## config.mk

```make
export PLATFORM = sky130hd
export DESIGN_NAME = tcnd_wrap
export DESIGN_NICKNAME = d
export VERILOG_FILES = /design/src/hw/rtl/tcnd_pkg.sv /design/src/hw/rtl/tcnd_wrap.sv
export SDC_FILE = /design/constraint.sdc
export NUM_CORES = 2
export LEC_CHECK = 0
export ABC_AREA = 1
export BUFFER_PORTS_ARGS = -buffer_cell sky130_fd_sc_hd__buf_2
export CORE_ASPECT_RATIO = 1.1
export CORE_MARGIN = 8
export CORE_UTILIZATION = 35
export DETAILED_ROUTE_END_ITERATION = 16
export GPL_TIMING_DRIVEN = 0
export PLACE_DENSITY = 0.58
export REMOVE_ABC_BUFFERS = 1
export SKIP_CTS_REPAIR_TIMING = 1
export SYNTH_ARGS = -nofsm -noshare
export SYNTH_HDL_FRONTEND = slang
export SYNTH_SLANG_ARGS = --single-unit
```

## constraint.sdc

```tcl
create_clock -name i_clk -period 5.3 [get_ports i_clk]
set_clock_uncertainty 0.05 [all_clocks]
set_input_delay 0.53 -clock i_clk [delete_from_list [all_inputs] [get_ports i_clk]]
set_output_delay 0.53 -clock i_clk [all_outputs]
set_load 0.02 [all_outputs]
```

## src/hw/rtl/tcnd_pkg.sv

```systemverilog
// ----------------------------------------------------------------------------
// tcnd_pkg
// Constants and types shared by the cellular noise distance modules.
// ----------------------------------------------------------------------------
package tcnd_pkg;

    localparam int C_COORD_INT_BITS = 16;
    localparam int C_PERIOD_W       = 15;
    localparam int C_SEED_W         = 32;
    localparam int C_DIST_W         = 17;
    localparam int C_SQ_W           = 35;
    localparam int C_CFG_IDX_W      = 2;
    localparam int C_HASH_SHIFT     = 13;

    localparam logic [31:0] C_HASH_MUL_X = 32'd374761393;
    localparam logic [31:0] C_HASH_MUL_Y = 32'd668265263;
    localparam logic [31:0] C_HASH_MIX   = 32'd1274126177;

    typedef enum logic [C_CFG_IDX_W-1:0] {
        CFG_HASH_SEED = 2'd0,
        CFG_PERIOD_X  = 2'd1,
        CFG_PERIOD_Y  = 2'd2
    } t_cfg_idx;

    // Neighbor cell hash inputs, index 0 is offset -1, index 2 is offset +1
    typedef struct packed {
        logic [2:0][31:0] hx;
        logic [2:0][31:0] hy;
        logic [15:0]      fx;
        logic [15:0]      fy;
    } t_cells;

endpackage

```

## src/hw/rtl/tcnd_wrap.sv

```systemverilog
// ----------------------------------------------------------------------------
// tcnd_wrap
// Split sample coordinates, reduce cell indices modulo the tiling period one
// bit per stage, and form the three neighbor indices on each axis.
// ----------------------------------------------------------------------------
module tcnd_wrap #(
    parameter int COORD_INT_BITS = tcnd_pkg::C_COORD_INT_BITS
) (
    input  logic                              i_clk,
    input  logic                              i_rst_n,
    input  logic                              i_en,
    input  logic                              i_valid,
    input  logic signed [31:0]                i_point_x,
    input  logic signed [31:0]                i_point_y,
    input  logic [tcnd_pkg::C_PERIOD_W-1:0]   i_period_x,
    input  logic [tcnd_pkg::C_PERIOD_W-1:0]   i_period_y,
    output logic                              o_valid,
    output tcnd_pkg::t_cells                  o_cells
);
    import tcnd_pkg::*;

    localparam int CIB = COORD_INT_BITS;
    localparam int FB  = 32 - COORD_INT_BITS;
    localparam int PW  = C_PERIOD_W;

    function automatic logic [PW-1:0] rem_step(input logic [PW-1:0] rem,
                                               input logic b,
                                               input logic [PW-1:0] p);
        logic [PW:0] t;
        t = {rem, b};
        if (t >= {1'b0, p}) begin
            t = t - {1'b0, p};
        end
        return t[PW-1:0];
    endfunction

    logic signed [CIB-1:0] cx, cy;
    logic [15:0]           fx, fy;
    logic [CIB-1:0]        ax, ay;

    assign cx = i_point_x[31 -: CIB];
    assign cy = i_point_y[31 -: CIB];
    assign ax = cx[CIB-1] ? CIB'(-cx) : CIB'(cx);
    assign ay = cy[CIB-1] ? CIB'(-cy) : CIB'(cy);

    generate
        if (FB >= 16) begin : g_fine
            assign fx = i_point_x[FB-1 -: 16];
            assign fy = i_point_y[FB-1 -: 16];
        end else if (FB > 0) begin : g_coarse
            assign fx = {i_point_x[FB-1:0], {(16-FB){1'b0}}};
            assign fy = {i_point_y[FB-1:0], {(16-FB){1'b0}}};
        end else begin : g_none
            assign fx = '0;
            assign fy = '0;
        end
    endgenerate

    logic [CIB:0]          r_v;
    logic [PW-1:0]         r_rx [0:CIB];
    logic [PW-1:0]         r_ry [0:CIB];
    logic [CIB-1:0]        r_ax [0:CIB];
    logic [CIB-1:0]        r_ay [0:CIB];
    logic signed [CIB-1:0] r_cx [0:CIB];
    logic signed [CIB-1:0] r_cy [0:CIB];
    logic [15:0]           r_fx [0:CIB];
    logic [15:0]           r_fy [0:CIB];

    logic                  r_mv;
    logic [PW-1:0]         r_mx, r_my;
    logic signed [CIB-1:0] r_mcx, r_mcy;
    logic [15:0]           r_mfx, r_mfy;

    logic                  r_nv;
    t_cells                r_cells;
    t_cells                n_cells;

    always_ff @(posedge i_clk) begin
        if (!i_rst_n) begin
            r_v  <= '0;
            r_mv <= 1'b0;
            r_nv <= 1'b0;
        end else if (i_en) begin
            r_v  <= {r_v[CIB-1:0], i_valid};
            r_mv <= r_v[CIB];
            r_nv <= r_mv;
        end
    end

    always_ff @(posedge i_clk) begin
        if (i_en) begin
            r_rx[0] <= '0;
            r_ry[0] <= '0;
            r_ax[0] <= ax;
            r_ay[0] <= ay;
            r_cx[0] <= cx;
            r_cy[0] <= cy;
            r_fx[0] <= fx;
            r_fy[0] <= fy;
            for (int s = 0; s < CIB; s++) begin
                r_rx[s+1] <= rem_step(r_rx[s], r_ax[s][CIB-1], i_period_x);
                r_ry[s+1] <= rem_step(r_ry[s], r_ay[s][CIB-1], i_period_y);
                r_ax[s+1] <= r_ax[s] << 1;
                r_ay[s+1] <= r_ay[s] << 1;
                r_cx[s+1] <= r_cx[s];
                r_cy[s+1] <= r_cy[s];
                r_fx[s+1] <= r_fx[s];
                r_fy[s+1] <= r_fy[s];
            end
            r_mx  <= (r_cx[CIB][CIB-1] && r_rx[CIB] != '0) ? i_period_x - r_rx[CIB]
                                                           : r_rx[CIB];
            r_my  <= (r_cy[CIB][CIB-1] && r_ry[CIB] != '0) ? i_period_y - r_ry[CIB]
                                                           : r_ry[CIB];
            r_mcx <= r_cx[CIB];
            r_mcy <= r_cy[CIB];
            r_mfx <= r_fx[CIB];
            r_mfy <= r_fy[CIB];
            r_cells <= n_cells;
        end
    end

    always_comb begin
        logic [31:0] ex_x, ex_y;
        ex_x = 32'(r_mcx);
        ex_y = 32'(r_mcy);
        n_cells.fx = r_mfx;
        n_cells.fy = r_mfy;
        if (i_period_x == '0) begin
            n_cells.hx[0] = ex_x - 32'd1;
            n_cells.hx[1] = ex_x;
            n_cells.hx[2] = ex_x + 32'd1;
        end else begin
            n_cells.hx[0] = 32'((r_mx == '0) ? i_period_x - PW'(1) : r_mx - PW'(1));
            n_cells.hx[1] = 32'(r_mx);
            n_cells.hx[2] = 32'(({1'b0, r_mx} + 16'd1 == {1'b0, i_period_x}) ? '0
                                : r_mx + PW'(1));
        end
        if (i_period_y == '0) begin
            n_cells.hy[0] = ex_y - 32'd1;
            n_cells.hy[1] = ex_y;
            n_cells.hy[2] = ex_y + 32'd1;
        end else begin
            n_cells.hy[0] = 32'((r_my == '0) ? i_period_y - PW'(1) : r_my - PW'(1));
            n_cells.hy[1] = 32'(r_my);
            n_cells.hy[2] = 32'(({1'b0, r_my} + 16'd1 == {1'b0, i_period_y}) ? '0
                                : r_my + PW'(1));
        end
    end

    assign o_valid = r_nv;
    assign o_cells = r_cells;

endmodule

```

==> flow_summary.toml <==
[flow_run]
drv_cap = 0

[logic_synthesis]
synth-edff-count = 2034
avgSynthCellArea_sq_um = 11.6
syn_area_sq_mm = 0.0962
ys_seq_area_share_pct = 63.9
async_flop_share_pct = 0
synth_top_cell_by_area = "edfxtp_1"
ys_ff_latch = 2053
synth_top_area_share_pct = 63.5
synth_area_leaders = "edfxtp_1, ha_1, nand2_1"
ys_top_cells_by_count = "edfxtp_1, nand2_1, nor2_1"
yosysMostFrequentCell = "edfxtp_1"
synth_flop_cell = "edfxtp_1"
synth_cells = 8295
yosysUniqueCellTypes = 44
yosysWarnings = 0

[cells_and_area]
layout-drive-gt1-share_pct = 8.58
utilization_pct = 40.0
layout.nets = 9335
syn_to_final_growth_pct = 14.0
fillers = 25989
fin_cells = 12570

[worst_setup_path]
critPathMaxStageDelay_ns = 1.18
cp-start-kind = "input port"
endpoint_kind = "flip-flop"
timing.critical_path.fanout_max = 54
crit_top_cell = "clkinv_1"
critPathRequiredTime_ns = 5.74
arrival_ns = 4.96
cp_slowest_cell = "o21ai_0"
cp_top_family = "buffers and inverters"
crit_chain = "buf_2, clkinv_1, nand2_1, nor4_1, nand2_2, buf_12, clkinv_1, o21ai_0"
worstSetupPathType = "in -> reg"
path_buf_inv = 4

[sta]
max_slew_margin_pct = 3.11
fmax_ghz = 0.221
tns_ns = 0
drv_slew = 0
rsz0062_at_grt = "false"
period_share_pct = 85.4
finalSetupViolCount = 0
worst_pin_slew_ns = 1.44
hold_viol_final = 0
min_period_ns = 4.53
timing.final.ws_setup_ns = 0.773

[grt]
grt_max_degree = 187
grt-ovfl-total = 0
antenna_found_initial = 29
grt_usage_pct = 15.1
grt_pass1_wl_microns = 349000
grt_pass1_vias = 60776

[placed_design]
post-place-ws_ns = -0.312
port_buffers = 322
dp_cells = 12089
hpwl_microns = 162000
routabilityCongestion = 0.900

[clock_network]
cts_sinks = 2053
cts_tree = "yes"
clockBufferDepth = 4
cts-root-buf = "clkbuf_16"
numCtsBuffers = 225
cts.clk_slew.worst_paths_ns = 0.06
cts_htree_levels = 4
clock_latency_ns = 0.85

[die]
core_sq_mm = 0.274
rows = 202
die_h_microns = 566
die_x_microns = 516
floorplan.initialDensity_pct = 35.0
die_area_sq_mm = 0.292
io_pins = 323

[pwr]
pwr_density_cell_mw_per_mm2 = 510
leakagePower_nw = 42.4
irDropWorstVdd_uv = 277
finalPower_mw = 55.9

[min_path]
hold_path_class = "in -> reg"

[detailed_routing]
drtAntennaViolNets = 0
drtPass1Iterations = 6
vias_per_cell = 4.96
totalWireLength_microns = 230000
drcViolationCount = 0
dr_total_vias = 62294
drtIter0Drc = 4846
routedWlPerCell_microns = 18.3

[outcome]
status = "completed"
==> report_power, final <==
group / internal (mW) / switching (mW) / leakage, nW / total (mW)
clock: 9.10 / 6.32 / 3.55 / 15.4
sequential: 21.4 / 1.52 / 20.1 / 23.0
combinational: 6.27 / 11.3 / 18.8 / 17.5
==> logic make-up after synthesis <==
logic type | Yosys count | share of synthesized area [%]
AO/OA/AOI/OAI | 1412 | 7.95
XOR/XNOR | 411 | 3.74
adder cells (fa/ha/maj) | 526 | 7.09
buffers and inverters | 805 | 3.66
flip-flops | 2053 | 63.9
multiplexers | 2 | 0.0208
AND/OR/NAND/NOR | 3086 | 13.7
==> cells in the final DEF (no fill, tap or decap), types with 38 or more instances in the layout <==
| cell type | synthesis | routed |
|---|---|---|
| a21oi_1 | 795 | 795 |
| nor4_1 | 104 | 104 |
| clkinv_2 | 0 | 38 |
| buf_2 | 58 | 321 |
| xnor2_1 | 222 | 222 |
| nand3_1 | 375 | 375 |
| nor2_1 | 1044 | 1044 |
| xor2_1 | 189 | 189 |
| a21o_1 | 60 | 60 |
| inv_1 | 574 | 561 |
| clkinv_1 | 6 | 38 |
| o21ai_0 | 366 | 366 |
| edfxtp_1 | 2034 | 2034 |
| ha_1 | 494 | 494 |
| dlygate4sd3_1 | 0 | 65 |
| clkbuf_16 | 0 | 226 |
| nor3_1 | 52 | 52 |
| nand2_1 | 1274 | 1272 |
| nand4_1 | 159 | 159 |
==> per-layer routing <==
metal  up-vias  part of all wire [%]  track usage, %
met5         -                 0.030               0
met4        10                   5.1            7.16
met3       435                   5.3            2.77
met2      1602                    46            24.7
met1     29727                    43            19.3
li1      30520                     -               -
==> through the flow <==
step	hold WS [ns]	instance area, sq um
after floorplan	0.350	94900
after global routing	0.00391	110000
after detailed placement	0.355	102000
after global placement	0.350	101000
after CTS	-0.307	109000
final	0.0692	110000
==> cell type report <==
class                      instances  area (sq um)  share of cell area (%)
multi-input combinational       5437         31200                    28.5
clock inverter                   139          1510                    1.38
clock buffer                     261          5790                    5.28
inverter                         584          2190                    2.00
timing repair buffer             410          2850                    2.60
tap                             3672          4590                    4.19
sequential                      2053         61500                    56.0
antenna                           14          35.0                  0.0319
==> registers in the layout, summed over array words and instances, names as in the netlist, 120 cells and up <==
| name | count |
|---|---|
| r_ry | 240 |
| r_ax | 120 |
| r_rx | 240 |
| r_ay | 120 |
| r_cy | 272 |
| o_cells | 132 |
| r_fx | 272 |
| r_fy | 272 |
| r_cx | 272 |
==> path summary, 6_finish.rpt <==
kind / from / endpoint / slack, ns / cells after the start
hold reg to reg: r_ay[0][18] / r_ay[0][35] / 0.32 / 0
setup reg to reg: r_my[0] / o_cells[40] / 1.18 / 16
hold / removal: i_point_x[31] / r_cx[0][15] / 0.07 / 1
setup / recovery: i_period_y[2] / o_cells[32] / 0.77 / 8
No activity file was read; power rests on OpenSTA's default activity.
