===== src/hw/rtl/tcnd_pkg.sv =====
// ----------------------------------------------------------------------------
// tcnd_pkg
// Constants and types shared by the cellular noise distance modules.
// ----------------------------------------------------------------------------
package tcnd_pkg;

    localparam int C_COORD_INT_BITS = 16;
    localparam int C_PERIOD_W       = 15;
    localparam int C_SEED_W         = 32;
    localparam int C_DIST_W         = 17;
    localparam int C_SQ_W           = 35;
    localparam int C_CFG_IDX_W      = 2;
    localparam int C_HASH_SHIFT     = 13;

    localparam logic [31:0] C_HASH_MUL_X = 32'd374761393;
    localparam logic [31:0] C_HASH_MUL_Y = 32'd668265263;
    localparam logic [31:0] C_HASH_MIX   = 32'd1274126177;

    typedef enum logic [C_CFG_IDX_W-1:0] {
        CFG_HASH_SEED = 2'd0,
        CFG_PERIOD_X  = 2'd1,
        CFG_PERIOD_Y  = 2'd2
    } t_cfg_idx;

    // Neighbor cell hash inputs, index 0 is offset -1, index 2 is offset +1
    typedef struct packed {
        logic [2:0][31:0] hx;
        logic [2:0][31:0] hy;
        logic [15:0]      fx;
        logic [15:0]      fy;
    } t_cells;

endpackage


===== src/hw/rtl/tcnd_isqrt.sv =====
// ----------------------------------------------------------------------------
// tcnd_isqrt
// Pipelined floor square root, one result bit per stage.
// ----------------------------------------------------------------------------
module tcnd_isqrt (
    input  logic                            i_clk,
    input  logic                            i_rst_n,
    input  logic                            i_en,
    input  logic                            i_valid,
    input  logic [tcnd_pkg::C_SQ_W-1:0]     i_value,
    output logic                            o_valid,
    output logic [tcnd_pkg::C_DIST_W-1:0]   o_root
);
    import tcnd_pkg::*;

    localparam int NSTG = (C_SQ_W + 1) / 2;
    localparam int RW   = C_SQ_W + 1;

    logic [NSTG-1:0]   r_v;
    logic [C_SQ_W-1:0] r_rem [0:NSTG-1];
    logic [RW-1:0]     r_res [0:NSTG-1];

    typedef struct packed {
        logic [C_SQ_W-1:0] rem;
        logic [RW-1:0]     res;
    } t_sq_state;

    function automatic t_sq_state sq_step(input logic [C_SQ_W-1:0] rem,
                                          input logic [RW-1:0] res,
                                          input int s);
        logic [RW-1:0] b;
        logic [RW-1:0] t;
        t_sq_state     o;
        b = RW'(1) << (2 * (NSTG - 1 - s));
        t = res + b;
        if ({1'b0, rem} >= t) begin
            o.rem = rem - t[C_SQ_W-1:0];
            o.res = (res >> 1) + b;
        end else begin
            o.rem = rem;
            o.res = res >> 1;
        end
        return o;
    endfunction

    t_sq_state n_st [0:NSTG-1];

    always_comb begin
        n_st[0] = sq_step(i_value, '0, 0);
        for (int s = 1; s < NSTG; s++) begin
            n_st[s] = sq_step(r_rem[s-1], r_res[s-1], s);
        end
    end

    always_ff @(posedge i_clk) begin
        if (!i_rst_n) begin
            r_v <= '0;
        end else if (i_en) begin
            r_v <= {r_v[NSTG-2:0], i_valid};
        end
    end

    always_ff @(posedge i_clk) begin
        if (i_en) begin
            for (int s = 0; s < NSTG; s++) begin
                r_rem[s] <= n_st[s].rem;
                r_res[s] <= n_st[s].res;
            end
        end
    end

    assign o_valid = r_v[NSTG-1];
    assign o_root  = r_res[NSTG-1][C_DIST_W-1:0];

endmodule


===== config.mk =====
export PLATFORM = sky130hd
export DESIGN_NAME = tcnd_isqrt
export DESIGN_NICKNAME = d
export VERILOG_FILES = /design/src/hw/rtl/tcnd_pkg.sv /design/src/hw/rtl/tcnd_isqrt.sv
export SDC_FILE = /design/constraint.sdc
export NUM_CORES = 1
export LEC_CHECK = 0
export BUFFER_PORTS_ARGS = -buffer_cell sky130_fd_sc_hd__buf_4
export CORE_MARGIN = 5
export CORE_UTILIZATION = 25
export DETAILED_ROUTE_END_ITERATION = 8
export SETUP_SLACK_MARGIN = 0.1
export SYNTH_ARGS = -nofsm -noshare
export SYNTH_HDL_FRONTEND = slang
export SYNTH_SLANG_ARGS = --single-unit

===== constraint.sdc =====
create_clock -name i_clk -period 8.02 [get_ports i_clk]
set_clock_uncertainty 0.15 [all_clocks]
set_input_delay 0.802 -clock i_clk [delete_from_list [all_inputs] [get_ports i_clk]]
set_output_delay 0.802 -clock i_clk [all_outputs]
set_load 0.02 [all_outputs]

==> impl_metrics.tcl, run 1 <==
set metrics [dict create \
    synth.top_cell.area_share 0.633 \
    synth.top_cells.by_area "sky130_fd_sc_hd__edfxtp_1, sky130_fd_sc_hd__ha_1, sky130_fd_sc_hd__xnor2_1" \
    clockRootBuffer "sky130_fd_sc_hd__clkbuf_16" \
    power_per_cell_area_mw_per_mm2 265 \
    postLayoutCoreUtil 0.290 \
    areaGrowthSynthToFinish_pct 15.0 \
    synth_cells 2777 \
    grt_max_degree 203 \
    synth_enable_flop_cells 765 \
    synth_area_per_cell_sq_um 13.1 \
    numPlacedInstances 4709 \
    antenna-diode-count 0 \
    grt_first_pass_wirelength_mm 104 \
    critPathMaxFanout 33 \
    yosys.cell_types.count 71 \
    rsz0062_at_grt "no" \
    hold_class "input port to flip-flop" \
    timing.critical_path.to_type "flip-flop" \
    placementRows 139 \
    worst_slew_margin_rel 0.166 \
    fp.dieH_um 391 \
    detail_route.wl_per_cell_um 12.9 \
    yosysSeqAreaShare 0.643 \
    max-cap-violations 0 \
    library_cell_occupying_the_most_area_in_the_post_synthesis_netlist "sky130_fd_sc_hd__edfxtp_1" \
    layout_setup_ws_ns 4.09 \
    finish.cell_count_without_fillers 4849 \
    clk_pin_slew_ns 0.07 \
    worstPathArrival_ns 4.14 \
    design.portCount 57 \
    dp_hpwl_mm 45.1 \
    grtUsageTotal 0.0821 \
    first_iter_violations 930 \
    grt_antenna_before_repair 0 \
    dpl-instance-area_sq_mm 0.0391 \
    nNetsFinal 3110 \
    detail_route.drc_violations 0 \
    layout_commonest_cell "sky130_fd_sc_hd__edfxtp_1" \
    ys_warn_count 0 \
    vias_in_the_first_global_route 21400 \
    cts-buffers-inserted 77 \
    initial_core_util 0.252 \
    async_reset_ff_frac 0 \
    timing.hold.worst.start "i_value[30]" \
    most-common-layout-cells "sky130_fd_sc_hd__edfxtp_1, sky130_fd_sc_hd__inv_1, sky130_fd_sc_hd__ha_1" \
    setup.worst_path.class "flip-flop to flip-flop" \
    grt_overflow_total 0 \
    die-area_sq_mm 0.153 \
    reg2reg_start "r_rem[13][16]" \
    p_leak_nw 15.2 \
    clockBufferDepth 3 \
    worst_skew_pair.late_latency_ns 0.65 \
    core_region_area_sq_mm 0.144 \
    place.gp.congestion 0.894 \
    timing_max_transition_violations_final 0 \
    vdd_ir_drop_max_v 0.000177 \
    die_x_um 391 \
    numClockSinks 783 \
    hold_bufs_at_cts 0 \
    postCtsSetupRepairBufs 0 \
    drive_above_1_share 0.0818 \
    run_status "finished, final reports clean" \
    timing_worst_slew_pin_value_ns 1.25 \
    pre_cts_slack_ns 4.15 \
    portBuffers 56 \
    cp.required_ns 8.23 \
    timing_hold_violations_final 0 \
    tritoncts "built" \
    design_area_sq_mm 0.0417 \
    dominantRegCellSynth "sky130_fd_sc_hd__edfxtp_1" \
    ys_ff_latch 783 \
    min_period_ns 3.93 \
    timing.final.crit_share 0.490 \
    mappedNetlistArea_sq_mm 0.0363 \
    reg2reg_depth 10 \
    finalWirelength_mm 62.5 \
    timing.hold.worst_endpoint "r_rem[0][30]" \
    syn_nets 3002 \
    worstReg2RegEnd "r_rem[14][32]" \
    final.setup.tns_ns 0 \
    start_kind "flip-flop" \
    routed-via-count 20700 \
    dr.pass1.iters 6 \
    vias_per_cell 4.27 \
    report.final.setup_viol 0 \
    whs_path_depth 1 \
    h-tree-depth 3 \
    reg2reg_slack_ns 4.09 \
    cts_resized 0 \
    final_antenna_net_count 0 \
    fmaxAchievable_ghz 0.255 \
]
[logic make-up (layout without fill, tap and decap cells)]
logic type                 count (synthesis)  after routing  synth area share
and+or+nand+nor                          795            795             0.115
DFF                                      783            783             0.643
AOI/OAI and AO/OA                        463            463            0.0785
buffers and inverters                    262            431            0.0274
xor gates and xnor gates                 233            233            0.0562
adders and majority gates                186            186            0.0643
muxes                                     54             54            0.0159
other                                      1              1          0.000103
[Yosys cell counts (5+ instances only)]
master and number:
sky130_fd_sc_hd__nor2b_1 47, sky130_fd_sc_hd__o21a_1 31, sky130_fd_sc_hd__o31ai_1 18, sky130_fd_sc_hd__nor3b_1 11
sky130_fd_sc_hd__nand4_1 35, sky130_fd_sc_hd__xnor2_1 124, sky130_fd_sc_hd__nand2_1 172, sky130_fd_sc_hd__or3_1 28
sky130_fd_sc_hd__nor3_1 80, sky130_fd_sc_hd__a211o_1 6, sky130_fd_sc_hd__o211ai_1 14, sky130_fd_sc_hd__ha_1 185
sky130_fd_sc_hd__nand2b_1 41, sky130_fd_sc_hd__or2_2 13, sky130_fd_sc_hd__o31a_1 6, sky130_fd_sc_hd__o41ai_1 5
sky130_fd_sc_hd__nor4b_1 20, sky130_fd_sc_hd__o21bai_1 7, sky130_fd_sc_hd__xor2_1 109, sky130_fd_sc_hd__or4_1 19
sky130_fd_sc_hd__dfxtp_1 18, sky130_fd_sc_hd__edfxtp_1 765, sky130_fd_sc_hd__nor2_1 164, sky130_fd_sc_hd__mux2_2 29
sky130_fd_sc_hd__and4_1 5, sky130_fd_sc_hd__o21ai_0 129, sky130_fd_sc_hd__a211oi_1 22, sky130_fd_sc_hd__buf_2 8
sky130_fd_sc_hd__and4b_1 5, sky130_fd_sc_hd__a21oi_1 152, sky130_fd_sc_hd__and3_1 9, sky130_fd_sc_hd__inv_1 220
sky130_fd_sc_hd__nor4_1 72, sky130_fd_sc_hd__nand3b_1 9, sky130_fd_sc_hd__nand3_1 47, sky130_fd_sc_hd__mux2i_1 25
sky130_fd_sc_hd__a21boi_0 5, sky130_fd_sc_hd__clkbuf_1 33, sky130_fd_sc_hd__a31oi_1 9, sky130_fd_sc_hd__a21o_1 34
[worst max-delay path by stage]
stage	slack, ns	start	endpoint
CTS	4.12	r_rem[13][16]	r_rem[14][31]
global placement	4.28	r_rem[13][16]	r_rem[14][32]
finish	4.09	r_rem[13][16]	r_rem[14][32]
global route	3.84	r_rem[13][18]	r_rem[14][32]
detailed placement	4.15	r_rem[13][17]	r_rem[14][31]
floorplan	4.83	r_rem[15][7]	r_rem[16][33]
[power breakdown]
group	internal, mW	leakage (nW)	switching, mW	total (mW)
clock network	2.15	1.26	1.56	3.70
logic	0.813	6.44	1.02	1.83
registers	5.17	7.48	0.339	5.50
total	8.13	15.2	2.91	11.0
[through the flow]
stage / total power [mW] / hold WS (ns)
6_report: 11.0 / 0.170
2_1_floorplan: 6.87 / 0.267
3_3_place_gp: 7.37 / 0.276
4_1_cts: 11.2 / 0.104
5_1_grt: 11.6 / 0.115
3_5_place_dp: 7.42 / 0.277
[sequential cells by signal (all words and copies together), names as in the netlist]
| name | cells |
|---|---|
| r_res | 170 |
| r_v | 18 |
| r_rem | 595 |
[cell type report]
class,count,area [sq um]
fill,14400,102000
sequential,783,23300
multi-input combinational,1732,12000
tap,1903,2380
clock buffer,91,1980
inverter,220,826
clock inverter,49,641
timing repair buffer,71,578
[layer usage]
| metal | vias to the layer above | global-route usage | wire length, um |
|---|---|---|---|
| met5 | - | 0 | 0 |
| met4 | 0 | 0.0450 | 3460 |
| met3 | 168 | 0.0157 | 2100 |
| met2 | 350 | 0.148 | 31300 |
| met1 | 9651 | 0.0910 | 25700 |
| li1 | 10600 | - | - |
[worst max-delay path, cell delays in order (launching register included)]
cell	delay [ns]
sky130_fd_sc_hd__edfxtp_1	0.40
sky130_fd_sc_hd__ha_1	0.41
sky130_fd_sc_hd__nand4_1	0.21
sky130_fd_sc_hd__or4_1	0.54
sky130_fd_sc_hd__o31ai_1	0.36
sky130_fd_sc_hd__nor2_1	0.12
sky130_fd_sc_hd__o311ai_4	0.07
sky130_fd_sc_hd__buf_4	0.38
sky130_fd_sc_hd__nand2b_1	0.16
sky130_fd_sc_hd__a2111oi_0	0.72
sky130_fd_sc_hd__xor2_1	0.13
Power figures use the tool's default switching activity.
==> run 2: changes to the inputs <==
==> constraint.sdc (replaced) <==
create_clock -name i_clk -period 3.75 [get_ports i_clk]
set_clock_uncertainty 0.15 [all_clocks]
set_input_delay 0.375 -clock i_clk [delete_from_list [all_inputs] [get_ports i_clk]]
set_output_delay 0.375 -clock i_clk [all_outputs]
set_load 0.02 [all_outputs]
==> run 2 against run 1 <==
Compared with the run above:
- power grew 110%
- routed wire length rose by 1.0%
- via count rose by 0.98%
- clock power rose by 96%
- first-iteration DRC count grew 10%
- register-to-register slack worse by 3.8 ns
- sequential share of layout area is 0.48 points lower
- sequential power is 110% higher
- largest cell class unchanged
- highest routed layer unchanged
==> impl_metrics.tcl, run 2 (synthesis gave the netlist of run 1 again) <==
set metrics [dict create \
    worst_skew_pair.late_latency_ns 0.65 \
    grt_max_degree 93 \
    routed-via-count 20900 \
    reg2reg_slack_ns 0.29 \
    min_period_ns 3.46 \
    max_ffs_per_register 595 \
    fmaxAchievable_ghz 0.289 \
    core_region_area_sq_mm 0.144 \
    most-common-layout-cells "sky130_fd_sc_hd__edfxtp_1, sky130_fd_sc_hd__inv_1, sky130_fd_sc_hd__ha_1" \
    worst_hold_margin_ns 0.178 \
    grt_first_pass_wirelength_mm 105 \
    clk_pin_slew_ns 0.06 \
    critical_path.max_stage_delay_ns 0.52 \
    power_per_cell_area_mw_per_mm2 547 \
    timing_hold_violations_final 0 \
    layout_commonest_cell "sky130_fd_sc_hd__edfxtp_1" \
    p_leak_nw 15.4 \
    tritoncts "built" \
    worstPathArrival_ns 3.69 \
    fp.dieH_um 391 \
    rsz0062_at_grt "no" \
    crit_path_frequent_cell "sky130_fd_sc_hd__a21oi_1" \
    numClockSinks 783 \
    antenna-diode-count 0 \
    critPathMaxFanout 4 \
    cp.required_ns 3.98 \
    clockBufferDepth 3 \
    timing_max_transition_violations_final 0 \
    postCtsSetupRepairBufs 0 \
    portBuffers 56 \
    dr.pass1.iters 5 \
    critical-path-slowest-cell "sky130_fd_sc_hd__or4_1" \
    design.portCount 57 \
    timing.final.crit_share 0.922 \
    vias_per_cell 4.26 \
    vdd_ir_drop_max_v 0.000340 \
    worstPathCellList "ha_1, a21oi_1, o211ai_1, a21oi_1, nor4b_1, or4_1, or3b_2, or3_1, xnor2_1" \
    h-tree-depth 3 \
    top_regs "r_rem (595), r_res (170), r_v (18)" \
    clockRootBuffer "sky130_fd_sc_hd__clkbuf_16" \
    grt_antenna_before_repair 0 \
    drive_above_1_share 0.0865 \
    hold_class "input port to flip-flop" \
    timing.critical_path.to_type "flip-flop" \
    detail_route.wl_per_cell_um 12.9 \
    nNetsFinal 3177 \
    report.final.setup_viol 0 \
    final_antenna_net_count 0 \
    grt_overflow_total 0 \
    placementRows 139 \
    die_x_um 391 \
    finalWirelength_mm 63.2 \
    grtUsageTotal 0.0826 \
    start_kind "flip-flop" \
    first_iter_violations 1023 \
    vias_in_the_first_global_route 21500 \
    detail_route.drc_violations 0 \
    worst_slew_margin_rel 0.408 \
    areaGrowthSynthToFinish_pct 16.0 \
    timing_worst_slew_pin_value_ns 0.879 \
    registers.top_by_ff_count "r_rem" \
    place.gp.congestion 0.857 \
    dp_hpwl_mm 45.6 \
    run_status "finished, final reports clean" \
    initial_core_util 0.252 \
    final.setup.tns_ns 0 \
    cts-buffers-inserted 76 \
    max-cap-violations 0 \
    setup.worst_path.class "flip-flop to flip-flop" \
    die-area_sq_mm 0.153 \
]
run 2: changes by cell type in the layout (fill, tap and decap cells not counted), sizes merged:
cell         before  now
clkbuf           91   92
inv             222  226
clkinv           32   30
buf              71  101
dlygate4sd3       0   38
clkinvlp          4    1
bufinv           11    4
run 2: metal layers:
layer,track usage,up-vias,share of wire
met5,0,-,0
met4,0.0425,0,0.052
met3,0.0173,173,0.036
met2,0.149,389,0.50
met1,0.0920,9689,0.41
li1,-,10700,-
run 2: final cells by class:
class                      instances  area [sq um]
fill                           14500        102000
sequential                       783         23300
multi-input combinational       1732         12000
tap                             1903          2380
clock buffer                      92          1960
timing repair buffer             139          1230
inverter                         220           826
clock inverter                    41           352
run 2: path summary, 6_finish.rpt:
check,start,end,cells after the start
max,r_rem[15][7],r_rem[16][33],9
min,i_en,r_rem[10][32],1
max reg2reg,r_rem[15][7],r_rem[16][33],9
min reg2reg,r_rem[0][11],r_rem[1][11],0
run 2: repair_timing:
item / in CTS / in global routing
setup endpoints to repair: 0 / 4
hold endpoints to repair: 53 / 0
gates resized for setup: 0 / 3
hold buffers: 38 / 0
run 2: critical path: cells and delay by family (launching register included):
kind                     cells  cell delay, ns
AO/OA/AOI/OAI                3            0.70
XOR/XNOR                     1            0.13
flip-flops                   1            0.39
AND/OR/NAND/NOR              4            1.48
adder cells (fa/ha/maj)      1            0.34
run 2: stage by stage:
step / utilization / instance area, sq um / setup WS, ns / std cells / power (mW)
final: 0.292 / 42100 / 0.291 / 4910 / 23.0
after global routing: 0.292 / 42100 / 0.104 / 4910 / 24.3
after CTS: 0.292 / 42100 / 0.216 / 4910 / 23.3
after detailed placement: 0.274 / 39400 / 0.244 / 4739 / 15.9
after global placement: 0.274 / 39400 / 0.305 / 4739 / 15.8
after floorplan: - / 36300 / 0.556 / 2777 / 14.7
run 2: power by group:
group | leakage, nW | internal [mW] | switching (mW) | total [mW]
Sequential | 7.48 | 11.0 | 0.728 | 11.8
Combinational | 6.77 | 1.81 | 2.19 | 4.00
Clock | 1.13 | 4.03 | 3.22 | 7.25
